`src/hdl/pfe_pkg.sv`:
```
// Shared types, character constants and helper functions for the Playfair encryptor.
package pfe_pkg;

  // Geometry of the square and the alphabet.
  localparam int SIDE    = 5;
  localparam int CELLS   = 25;
  localparam int LETTERS = 26;

  // Characters used by the cipher.
  localparam logic [7:0] CHAR_A = 8'h61;
  localparam logic [7:0] CHAR_I = 8'h69;
  localparam logic [7:0] CHAR_J = 8'h6a;
  localparam logic [7:0] CHAR_X = 8'h78;
  localparam logic [7:0] CHAR_Z = 8'h7a;

  // Letter index of j, which never enters the square.
  localparam logic [4:0] J_INDEX = 5'd9;

  // Input opcodes.
  typedef enum logic [1:0] {
    OP_KEY   = 2'd0,
    OP_FINAL = 2'd1,
    OP_MSG   = 2'd2,
    OP_END   = 2'd3
  } op_t;

  // Work handed from the front end to the back end.
  typedef enum logic [1:0] {
    CMD_KEY   = 2'd0,
    CMD_FINAL = 2'd1,
    CMD_PAIR  = 2'd2
  } cmd_kind_t;

  typedef struct packed {
    cmd_kind_t  kind;
    logic [7:0] byte_a;
    logic [7:0] byte_b;
    logic       done;
  } cmd_t;

  // One result beat.
  typedef struct packed {
    logic [7:0] data;
    logic       second;
    logic       done;
  } result_t;

  // Back-end sequencer states.
  typedef enum logic [2:0] {
    S_IDLE   = 3'd0,
    S_FINAL  = 3'd1,
    S_EMIT_A = 3'd2,
    S_EMIT_B = 3'd3
  } back_state_t;

  // Step one place along a row or column, wrapping at the edge.
  function automatic logic [2:0] step_mod5(input logic [2:0] v);
    step_mod5 = (v == 3'(SIDE - 1)) ? 3'd0 : v + 3'd1;
  endfunction

  // Row-major cell index of a row and column.
  function automatic logic [4:0] cell_index(input logic [2:0] row, input logic [2:0] col);
    cell_index = 5'(row) * 5'(SIDE) + 5'(col);
  endfunction

endpackage

```
`src/hdl/pfe_front.sv`:
```
// Front end: classifies input beats, pairs message bytes and issues commands.
module pfe_front (
  input  logic          clk,
  input  logic          rst,
  input  logic          push,
  input  logic [1:0]    opcode,
  input  logic [7:0]    in_byte,
  input  logic          cmd_full,
  output logic          full,
  output logic          cmd_push,
  output pfe_pkg::cmd_t cmd_data
);
  import pfe_pkg::*;

  logic [7:0] pending_byte;
  logic       pending_valid;
  logic [7:0] pending_byte_next;
  logic       pending_valid_next;
  logic       accept;
  op_t        op;

  assign full   = cmd_full;
  assign accept = push && !cmd_full;
  assign op     = op_t'(opcode);

  // Decide what each accepted beat turns into and how the pending byte moves.
  always_comb begin
    cmd_push           = 1'b0;
    cmd_data.kind      = CMD_PAIR;
    cmd_data.byte_a    = in_byte;
    cmd_data.byte_b    = CHAR_X;
    cmd_data.done      = 1'b0;
    pending_byte_next  = pending_byte;
    pending_valid_next = pending_valid;
    if (accept) begin
      case (op)
        OP_KEY: begin
          // Only lower-case letters build the key, and j counts as i.
          if (in_byte >= CHAR_A && in_byte <= CHAR_Z) begin
            cmd_push        = 1'b1;
            cmd_data.kind   = CMD_KEY;
            cmd_data.byte_a = (in_byte == CHAR_J) ? CHAR_I : in_byte;
          end
        end
        OP_FINAL: begin
          cmd_push      = 1'b1;
          cmd_data.kind = CMD_FINAL;
        end
        OP_MSG: begin
          if (!pending_valid) begin
            pending_byte_next  = in_byte;
            pending_valid_next = 1'b1;
          end else if (pending_byte == in_byte) begin
            // A doubled letter is split with x; the second copy stays pending.
            cmd_push = 1'b1;
          end else begin
            cmd_push           = 1'b1;
            cmd_data.byte_a    = pending_byte;
            cmd_data.byte_b    = in_byte;
            pending_valid_next = 1'b0;
          end
        end
        OP_END: begin
          // A lone byte at the end of the message is padded with x.
          if (pending_valid) begin
            cmd_push           = 1'b1;
            cmd_data.byte_a    = pending_byte;
            cmd_data.done      = 1'b1;
            pending_valid_next = 1'b0;
          end
        end
        default: ;
      endcase
    end
  end

  // Pending byte of an incomplete pair.
  always_ff @(posedge clk) begin
    if (rst) begin
      pending_byte  <= 8'd0;
      pending_valid <= 1'b0;
    end else begin
      pending_byte  <= pending_byte_next;
      pending_valid <= pending_valid_next;
    end
  end

endmodule

```
`src/hdl/pfe_cmd_queue.sv`:
```
// Two-entry command queue between the front end and the back end.
module pfe_cmd_queue (
  input  logic          clk,
  input  logic          rst,
  input  logic          wr_en,
  input  pfe_pkg::cmd_t wr_data,
  input  logic          rd_en,
  output pfe_pkg::cmd_t rd_data,
  output logic          q_full,
  output logic          q_empty
);
  import pfe_pkg::*;

  cmd_t       slots [2];
  logic       wr_ptr;
  logic       rd_ptr;
  logic [1:0] count;

  assign q_full  = (count == 2'd2);
  assign q_empty = (count == 2'd0);
  assign rd_data = slots[rd_ptr];

  // Storage for queued commands.
  always_ff @(posedge clk) begin
    if (wr_en) begin
      slots[wr_ptr] <= wr_data;
    end
  end

  // Pointers and occupancy.
  always_ff @(posedge clk) begin
    if (rst) begin
      wr_ptr <= 1'b0;
      rd_ptr <= 1'b0;
      count  <= 2'd0;
    end else begin
      if (wr_en) begin
        wr_ptr <= ~wr_ptr;
      end
      if (rd_en) begin
        rd_ptr <= ~rd_ptr;
      end
      count <= count + 2'(wr_en) - 2'(rd_en);
    end
  end

endmodule

```
`src/hdl/pfe_back.sv`:
```
// Back end: builds the square, encrypts pairs and queues the result beats.
module pfe_back (
  input  logic          clk,
  input  logic          rst,
  input  pfe_pkg::cmd_t cmd_head,
  input  logic          cmd_empty,
  output logic          cmd_pop,
  output logic [7:0]    out_byte,
  output logic          second_of_pair,
  output logic          message_done,
  output logic          empty,
  input  logic          pop
);
  import pfe_pkg::*;

  logic [7:0]       key_square [CELLS];
  logic [LETTERS-1:0] letter_used;
  logic [4:0]       fill_count;
  logic [4:0]       letter;
  back_state_t      state;
  back_state_t      state_next;

  logic             place_en;
  logic [4:0]       place_idx;
  logic             place_ok;
  logic             latch_pair;

  logic [7:0]       byte_a;
  logic [7:0]       byte_b;
  logic             pair_done;
  logic [2:0]       row_a;
  logic [2:0]       col_a;
  logic [2:0]       row_b;
  logic [2:0]       col_b;
  logic             found_a;
  logic             found_b;

  logic [2:0]       hit_row_a;
  logic [2:0]       hit_col_a;
  logic [2:0]       hit_row_b;
  logic [2:0]       hit_col_b;
  logic             hit_a;
  logic             hit_b;

  logic             code_ok;
  logic [4:0]       idx_a;
  logic [4:0]       idx_b;
  logic [4:0]       rd_idx;
  logic [7:0]       sq_rd;

  result_t          res_slots [2];
  logic             res_wr;
  logic             res_rd;
  logic [1:0]       res_count;
  logic             res_full;
  logic             res_push;
  logic             res_pop;
  result_t          res_data;

  // Search the square for both bytes of the head command at once.
  always_comb begin
    hit_a     = 1'b0;
    hit_b     = 1'b0;
    hit_row_a = 3'd0;
    hit_col_a = 3'd0;
    hit_row_b = 3'd0;
    hit_col_b = 3'd0;
    for (int k = 0; k < CELLS; k++) begin
      if (key_square[k] == cmd_head.byte_a) begin
        hit_a     = 1'b1;
        hit_row_a = 3'(k / SIDE);
        hit_col_a = 3'(k % SIDE);
      end
      if (key_square[k] == cmd_head.byte_b) begin
        hit_b     = 1'b1;
        hit_row_b = 3'(k / SIDE);
        hit_col_b = 3'(k % SIDE);
      end
    end
  end

  // Cipher cells for the latched pair; same row wins over same column.
  always_comb begin
    code_ok = (fill_count == 5'(CELLS)) && found_a && found_b;
    if (row_a == row_b) begin
      idx_a = cell_index(row_a, step_mod5(col_a));
      idx_b = cell_index(row_b, step_mod5(col_b));
    end else if (col_a == col_b) begin
      idx_a = cell_index(step_mod5(row_a), col_a);
      idx_b = cell_index(step_mod5(row_b), col_b);
    end else begin
      idx_a = cell_index(row_a, col_b);
      idx_b = cell_index(row_b, col_a);
    end
    rd_idx = (state == S_EMIT_B) ? idx_b : idx_a;
    sq_rd  = key_square[rd_idx];
  end

  // Next state of the sequencer.
  always_comb begin
    state_next = state;
    case (state)
      S_IDLE: begin
        if (!cmd_empty) begin
          case (cmd_head.kind)
            CMD_FINAL: state_next = S_FINAL;
            CMD_PAIR:  state_next = S_EMIT_A;
            default:   state_next = S_IDLE;
          endcase
        end
      end
      S_FINAL: begin
        if (letter == 5'(LETTERS - 1)) begin
          state_next = S_IDLE;
        end
      end
      S_EMIT_A: begin
        if (!res_full) begin
          state_next = S_EMIT_B;
        end
      end
      S_EMIT_B: begin
        if (!res_full) begin
          state_next = S_IDLE;
        end
      end
      default: state_next = S_IDLE;
    endcase
  end

  // Sequencer outputs.
  always_comb begin
    cmd_pop         = 1'b0;
    place_en        = 1'b0;
    place_idx       = letter;
    latch_pair      = 1'b0;
    res_push        = 1'b0;
    res_data.data   = code_ok ? sq_rd : byte_a;
    res_data.second = 1'b0;
    res_data.done   = 1'b0;
    case (state)
      S_IDLE: begin
        place_idx = 5'(cmd_head.byte_a - CHAR_A);
        if (!cmd_empty) begin
          cmd_pop = 1'b1;
          case (cmd_head.kind)
            CMD_KEY:  place_en   = 1'b1;
            CMD_PAIR: latch_pair = 1'b1;
            default:  ;
          endcase
        end
      end
      S_FINAL: begin
        place_en = (letter != J_INDEX);
      end
      S_EMIT_A: begin
        res_push = !res_full;
      end
      S_EMIT_B: begin
        res_push        = !res_full;
        res_data.data   = code_ok ? sq_rd : byte_b;
        res_data.second = 1'b1;
        res_data.done   = pair_done;
      end
      default: ;
    endcase
  end

  assign place_ok = place_en && !letter_used[place_idx] && (fill_count < 5'(CELLS));

  // Square contents are written once each, in fill order.
  always_ff @(posedge clk) begin
    if (place_ok) begin
      key_square[fill_count] <= CHAR_A + 8'(place_idx);
    end
  end

  // Control state: sequencer, fill tracking and the finalise letter counter.
  always_ff @(posedge clk) begin
    if (rst) begin
      state       <= S_IDLE;
      letter_used <= '0;
      fill_count  <= 5'd0;
      letter      <= 5'd0;
    end else begin
      state <= state_next;
      if (place_ok) begin
        letter_used[place_idx] <= 1'b1;
        fill_count             <= fill_count + 5'd1;
      end
      if (state == S_FINAL) begin
        letter <= letter + 5'd1;
      end else begin
        letter <= 5'd0;
      end
    end
  end

  // Latch the pair and where its bytes sit in the square.
  always_ff @(posedge clk) begin
    if (latch_pair) begin
      byte_a    <= cmd_head.byte_a;
      byte_b    <= cmd_head.byte_b;
      pair_done <= cmd_head.done;
      row_a     <= hit_row_a;
      col_a     <= hit_col_a;
      row_b     <= hit_row_b;
      col_b     <= hit_col_b;
      found_a   <= hit_a;
      found_b   <= hit_b;
    end
  end

  // Result queue: two beats, so a full pair waits while the receiver stalls.
  assign res_full       = (res_count == 2'd2);
  assign empty          = (res_count == 2'd0);
  assign res_pop        = pop && !empty;
  assign out_byte       = res_slots[res_rd].data;
  assign second_of_pair = res_slots[res_rd].second;
  assign message_done   = res_slots[res_rd].done;

  always_ff @(posedge clk) begin
    if (res_push) begin
      res_slots[res_wr] <= res_data;
    end
  end

  always_ff @(posedge clk) begin
    if (rst) begin
      res_wr    <= 1'b0;
      res_rd    <= 1'b0;
      res_count <= 2'd0;
    end else begin
      if (res_push) begin
        res_wr <= ~res_wr;
      end
      if (res_pop) begin
        res_rd <= ~res_rd;
      end
      res_count <= res_count + 2'(res_push) - 2'(res_pop);
    end
  end

endmodule

```
`src/hdl/playfair_cipher_encrypt.sv`:
```
// Top level of the Playfair encryptor: front end, command queue and back end.
//
// Input channel: a beat (opcode, in_byte) is taken when push is high and full is
// low. Opcode key byte adds a letter to the square, finalise appends the unused
// letters, message byte forms pairs, end of message pads a lone byte with x.
// Result channel: while empty is low the oldest result beat is on out_byte,
// second_of_pair and message_done; it is taken when pop is high.
// Each completed pair gives two beats; key beats and the first byte of a pair
// give none.
// A beat that completes a pair goes through the command queue, is latched by the
// back end and then gives its first and second result beats to the result queue.
// For a pair the back end makes one square search and then one step per result
// beat through the single square read port, each step waiting while the result
// queue is full, and takes no new command until both beats are queued. A finalise
// beat makes it take the command and then place one letter per cycle.
// Reset (rst, synchronous) empties both queues, clears the pending byte and
// the record of placed letters; the square itself is refilled by new keys.
// When the receiver stalls, two result beats are held, the back end waits,
// the two-entry command queue fills and full rises.
module playfair_cipher_encrypt (
  input  logic       clk,
  input  logic       rst,
  input  logic       push,
  output logic       full,
  input  logic [1:0] opcode,
  input  logic [7:0] in_byte,
  output logic       empty,
  input  logic       pop,
  output logic [7:0] out_byte,
  output logic       second_of_pair,
  output logic       message_done
);
  import pfe_pkg::*;

  cmd_t cmd_in;
  cmd_t cmd_head;
  logic cmd_push;
  logic cmd_pop;
  logic cmd_full;
  logic cmd_empty;

  pfe_front u_front (
    .clk      (clk),
    .rst      (rst),
    .push     (push),
    .opcode   (opcode),
    .in_byte  (in_byte),
    .cmd_full (cmd_full),
    .full     (full),
    .cmd_push (cmd_push),
    .cmd_data (cmd_in)
  );

  pfe_cmd_queue u_cmd_queue (
    .clk     (clk),
    .rst     (rst),
    .wr_en   (cmd_push),
    .wr_data (cmd_in),
    .rd_en   (cmd_pop),
    .rd_data (cmd_head),
    .q_full  (cmd_full),
    .q_empty (cmd_empty)
  );

  pfe_back u_back (
    .clk            (clk),
    .rst            (rst),
    .cmd_head       (cmd_head),
    .cmd_empty      (cmd_empty),
    .cmd_pop        (cmd_pop),
    .out_byte       (out_byte),
    .second_of_pair (second_of_pair),
    .message_done   (message_done),
    .empty          (empty),
    .pop            (pop)
  );

endmodule
```
`config.mk`:
```
export PLATFORM = sky130hd
export DESIGN_NAME = playfair_cipher_encrypt
export DESIGN_NICKNAME = d
export VERILOG_FILES = /design/src/hdl/pfe_pkg.sv /design/src/hdl/pfe_front.sv /design/src/hdl/pfe_cmd_queue.sv /design/src/hdl/pfe_back.sv /design/src/hdl/playfair_cipher_encrypt.sv
export SDC_FILE = /design/constraint.sdc
export NUM_CORES = 1
export LEC_CHECK = 0
export BUFFER_PORTS_ARGS = -buffer_cell sky130_fd_sc_hd__buf_2
export CAP_MARGIN = 40
export CORE_AREA = 2 2 283 285
export CTS_CLUSTER_DIAMETER = 80
export DETAILED_ROUTE_END_ITERATION = 10
export DIE_AREA = 0 0 285 287
export PLACE_DENSITY = 0.5
export SETUP_SLACK_MARGIN = 0.3
export SYNTH_ARGS = -nofsm -noshare
export SYNTH_HDL_FRONTEND = slang
export SYNTH_SLANG_ARGS = --single-unit
```
`constraint.sdc`:
```
create_clock -name clk -period 7.8 [get_ports clk]
set_input_delay 1.17 -clock clk [delete_from_list [all_inputs] [get_ports clk]]
set_output_delay 1.17 -clock clk [all_outputs]
set_load 0.05 [all_outputs]
```
==> results.json <==
{
  "finalSetupViolCount": 0,
  "antennaDiodeCount": 0,
  "clock-sinks": 402,
  "vias": 15777,
  "final_area_um2": 26500,
  "overflow": 0,
  "cts_max_level": 2,
  "status": "finished clean",
  "fmaxAchievable_mhz": 198,
  "final_nets": 2088,
  "cts_tree": "yes",
  "coreArea_um2": 78600,
  "die_h_um": 287,
  "fin_tns_setup_ns": 0,
  "wl_per_cell_um": 23.8,
  "dr.pass1.iters": 5,
  "yosysSeqAreaShare_pct": 49.1,
  "synth_area_um2": 23400,
  "clk_latency_ns": 0.60,
  "cts_root_buf": "clkbuf_16",
  "synth.avg_cell_area_um2": 12.0,
  "antenna_found_initial": 1,
  "postCtsHoldBufs": 0,
  "post-route-min-period_ns": 5.06,
  "hold_viol_final": 0,
  "cts_buffers": 46,
  "synth-main-ff-cell": "edfxtp_1",
  "p_total_mw": 9.18,
  "holdCritStartpoint": "u_back.letter_used[5]",
  "path_class": "register to register",
  "cts.clk_slew.worst_paths_ns": 0.06,
  "synth_most_common_cell": "xnor2_1",
  "synthCells": 1947,
  "drt-initial-drc-count": 1388,
  "critPathRequiredTime_ns": 8.01,
  "cellPowerDensity_nw_per_um2": 346,
  "ctsResizeCount": 0,
  "crit_fanout": 24,
  "clock_path_buffers": 3,
  "yosys.area.top_type": "edfxtp_1",
  "synth_edf_count": 345,
  "final_max_slew_viol_count": 0,
  "rsz0062_at_grt": "false",
  "place_congestion": 0.914,
  "ys_seq_elements": 402,
  "leakage_nw": 9.01,
  "drt-vias-per-instance": 5.09,
  "wl_um": 73700,
  "maxCapViolations": 0,
  "period_share_pct": 64.8,
  "portBuffers": 25,
  "placed_area_um2": 25000,
  "area_growth_pct": 13.3,
  "start_util_pct": 29.8,
  "dieArea_um2": 81800,
  "place_ws_ns": 2.76,
  "fin_skew_ns": 0.0324,
  "drc": 0,
  "grt_max_degree": 53,
  "io_pins": 26,
  "grt_pass1_vias": 15860,
  "postRouteAntennaNets": 0,
  "worst_slack_ns": 2.74,
  "synthTopCellsByArea": "edfxtp_1 44%, xnor2_1 15%, mux2i_1 6.0%",
  "ir_drop_mv": 0.299,
  "async_flop_share_pct": 0,
  "end_kind": "register",
  "cp_data_arrival_time_ns": 5.27,
  "hp-class": "register to register",
  "ys_top_cells_by_count": "413 x xnor2_1, 345 x edfxtp_1, 141 x mux2i_1",
  "worst_pin_slew_ns": 0.884,
  "fin_hold_ws_ns": 0.468,
  "grt_use_total_pct": 17.7,
  "cts_setup_buffers": 0,
  "grt_pass1_wl_um": 107000,
  "cp-start-kind": "register",
  "synth.distinct_cells": 70,
  "drive_above_1_share_pct": 13.4,
  "slew-limit-headroom_pct": 39.8,
  "row_count": 103,
  "yosys_warnings": 0,
  "place_hpwl_um": 50000,
  "die_w_um": 285,
  "synth_top_area_share_pct": 44.2
}
==> report_power, final <==
group	internal, mW	switching [mW]	leakage [nW]
logic	1.49	2.61	4.66
registers	2.79	0.123	3.61
clock network	1.24	0.920	0.737
total	5.53	3.66	9.01
==> registers in the layout, summed over array words and instances (netlist names), 2 cells and up, named ones only <==
signal	flops
u_back.key_square	256
u_cmd_queue.slots	38
u_back.letter_used	26
u_back.res_slots	20
u_back.byte_a	8
u_back.byte_b	8
u_front.pending_byte	8
u_back.fill_count	5
u_back.letter	5
u_back.col_a	3
u_back.col_b	3
u_back.row_a	3
u_back.row_b	3
u_back.res_count	2
u_back.state	2
u_cmd_queue.count	2
==> cell usage in the layout, fill, tap and decap left out, drive strengths merged, types with 6 or more instances in the layout <==
master  count
a211oi     10
a21boi      6
a21o        9
a21oi      72
a22oi      36
a31oi       7
and2       22
buf        69
clkbuf     56
clkinv     19
conb       32
dfxtp      57
edfxtp    345
fa          6
ha         55
inv        51
mux2       81
mux2i     158
mux4        8
nand2     115
nand2b     13
nand3      13
nand4      24
nor2      135
nor3       10
nor3b       6
nor4       97
o21ai      25
xnor2     413
xor2       34
==> worst max-delay path: stages, from the launching register on <==
cell and delay (ns):
dfxtp_2 0.35, buf_4 0.51, mux2i_4 0.31, buf_4 0.51, inv_2 0.17, and4_1 0.25
o31ai_4 0.41, nand2b_1 0.20, nor2_2 0.07, a21oi_1 0.14, o21a_1 0.40, nand2_1 0.59
nor2_1 0.74
==> worst paths after layout <==
| kind | endpoint | slack, ns | cells past startpoint |
|---|---|---|---|
| max reg2reg | u_back.key_square[20][1] | 2.74 | 12 |
| max | u_back.key_square[20][1] | 2.74 | 12 |
| min reg2reg | u_back.letter_used[5] | 0.47 | 2 |
| min | u_back.letter_used[5] | 0.47 | 2 |
==> metal layers <==
layer | part of all wire [%] | GRT usage, % | up-vias
met1 | 43 | 23.8 | 7887
met4 | 3.3 | 6.07 | 0
met3 | 6.9 | 2.66 | 143
li1 | - | - | 7142
met2 | 47 | 29.1 | 605
met5 | 0 | 0 | -
==> through the flow <==
stage | util, % | instances
after global routing | 33.7 | 3100
final | 33.7 | 3100
after detailed placement | 31.8 | 3015
after floorplan | - | 1978
after global placement | 31.5 | 3002
after CTS | 33.7 | 3100
==> cells by family after synthesis <==
kind of cell	Yosys count	share of synthesized area, %
flops	402	49.1
simple gates	462	9.77
buf+inv	130	2.96
mux	247	12.3
xor+xnor	449	16.9
fa+ha+maj	61	3.45
other cells	1	0.0160
compound gates	195	5.47
==> layout make-up <==
cell class / instances / area (um2)
Clock buffer: 56 / 1240
Clock inverter: 29 / 273
Fill cell: 7744 / 52100
Inverter: 48 / 180
Multi-Input combinational cell: 1446 / 11400
Sequential cell: 402 / 11500
Tap cell: 1050 / 1310
Timing Repair Buffer: 69 / 614
Power figures use the tool's default switching activity.
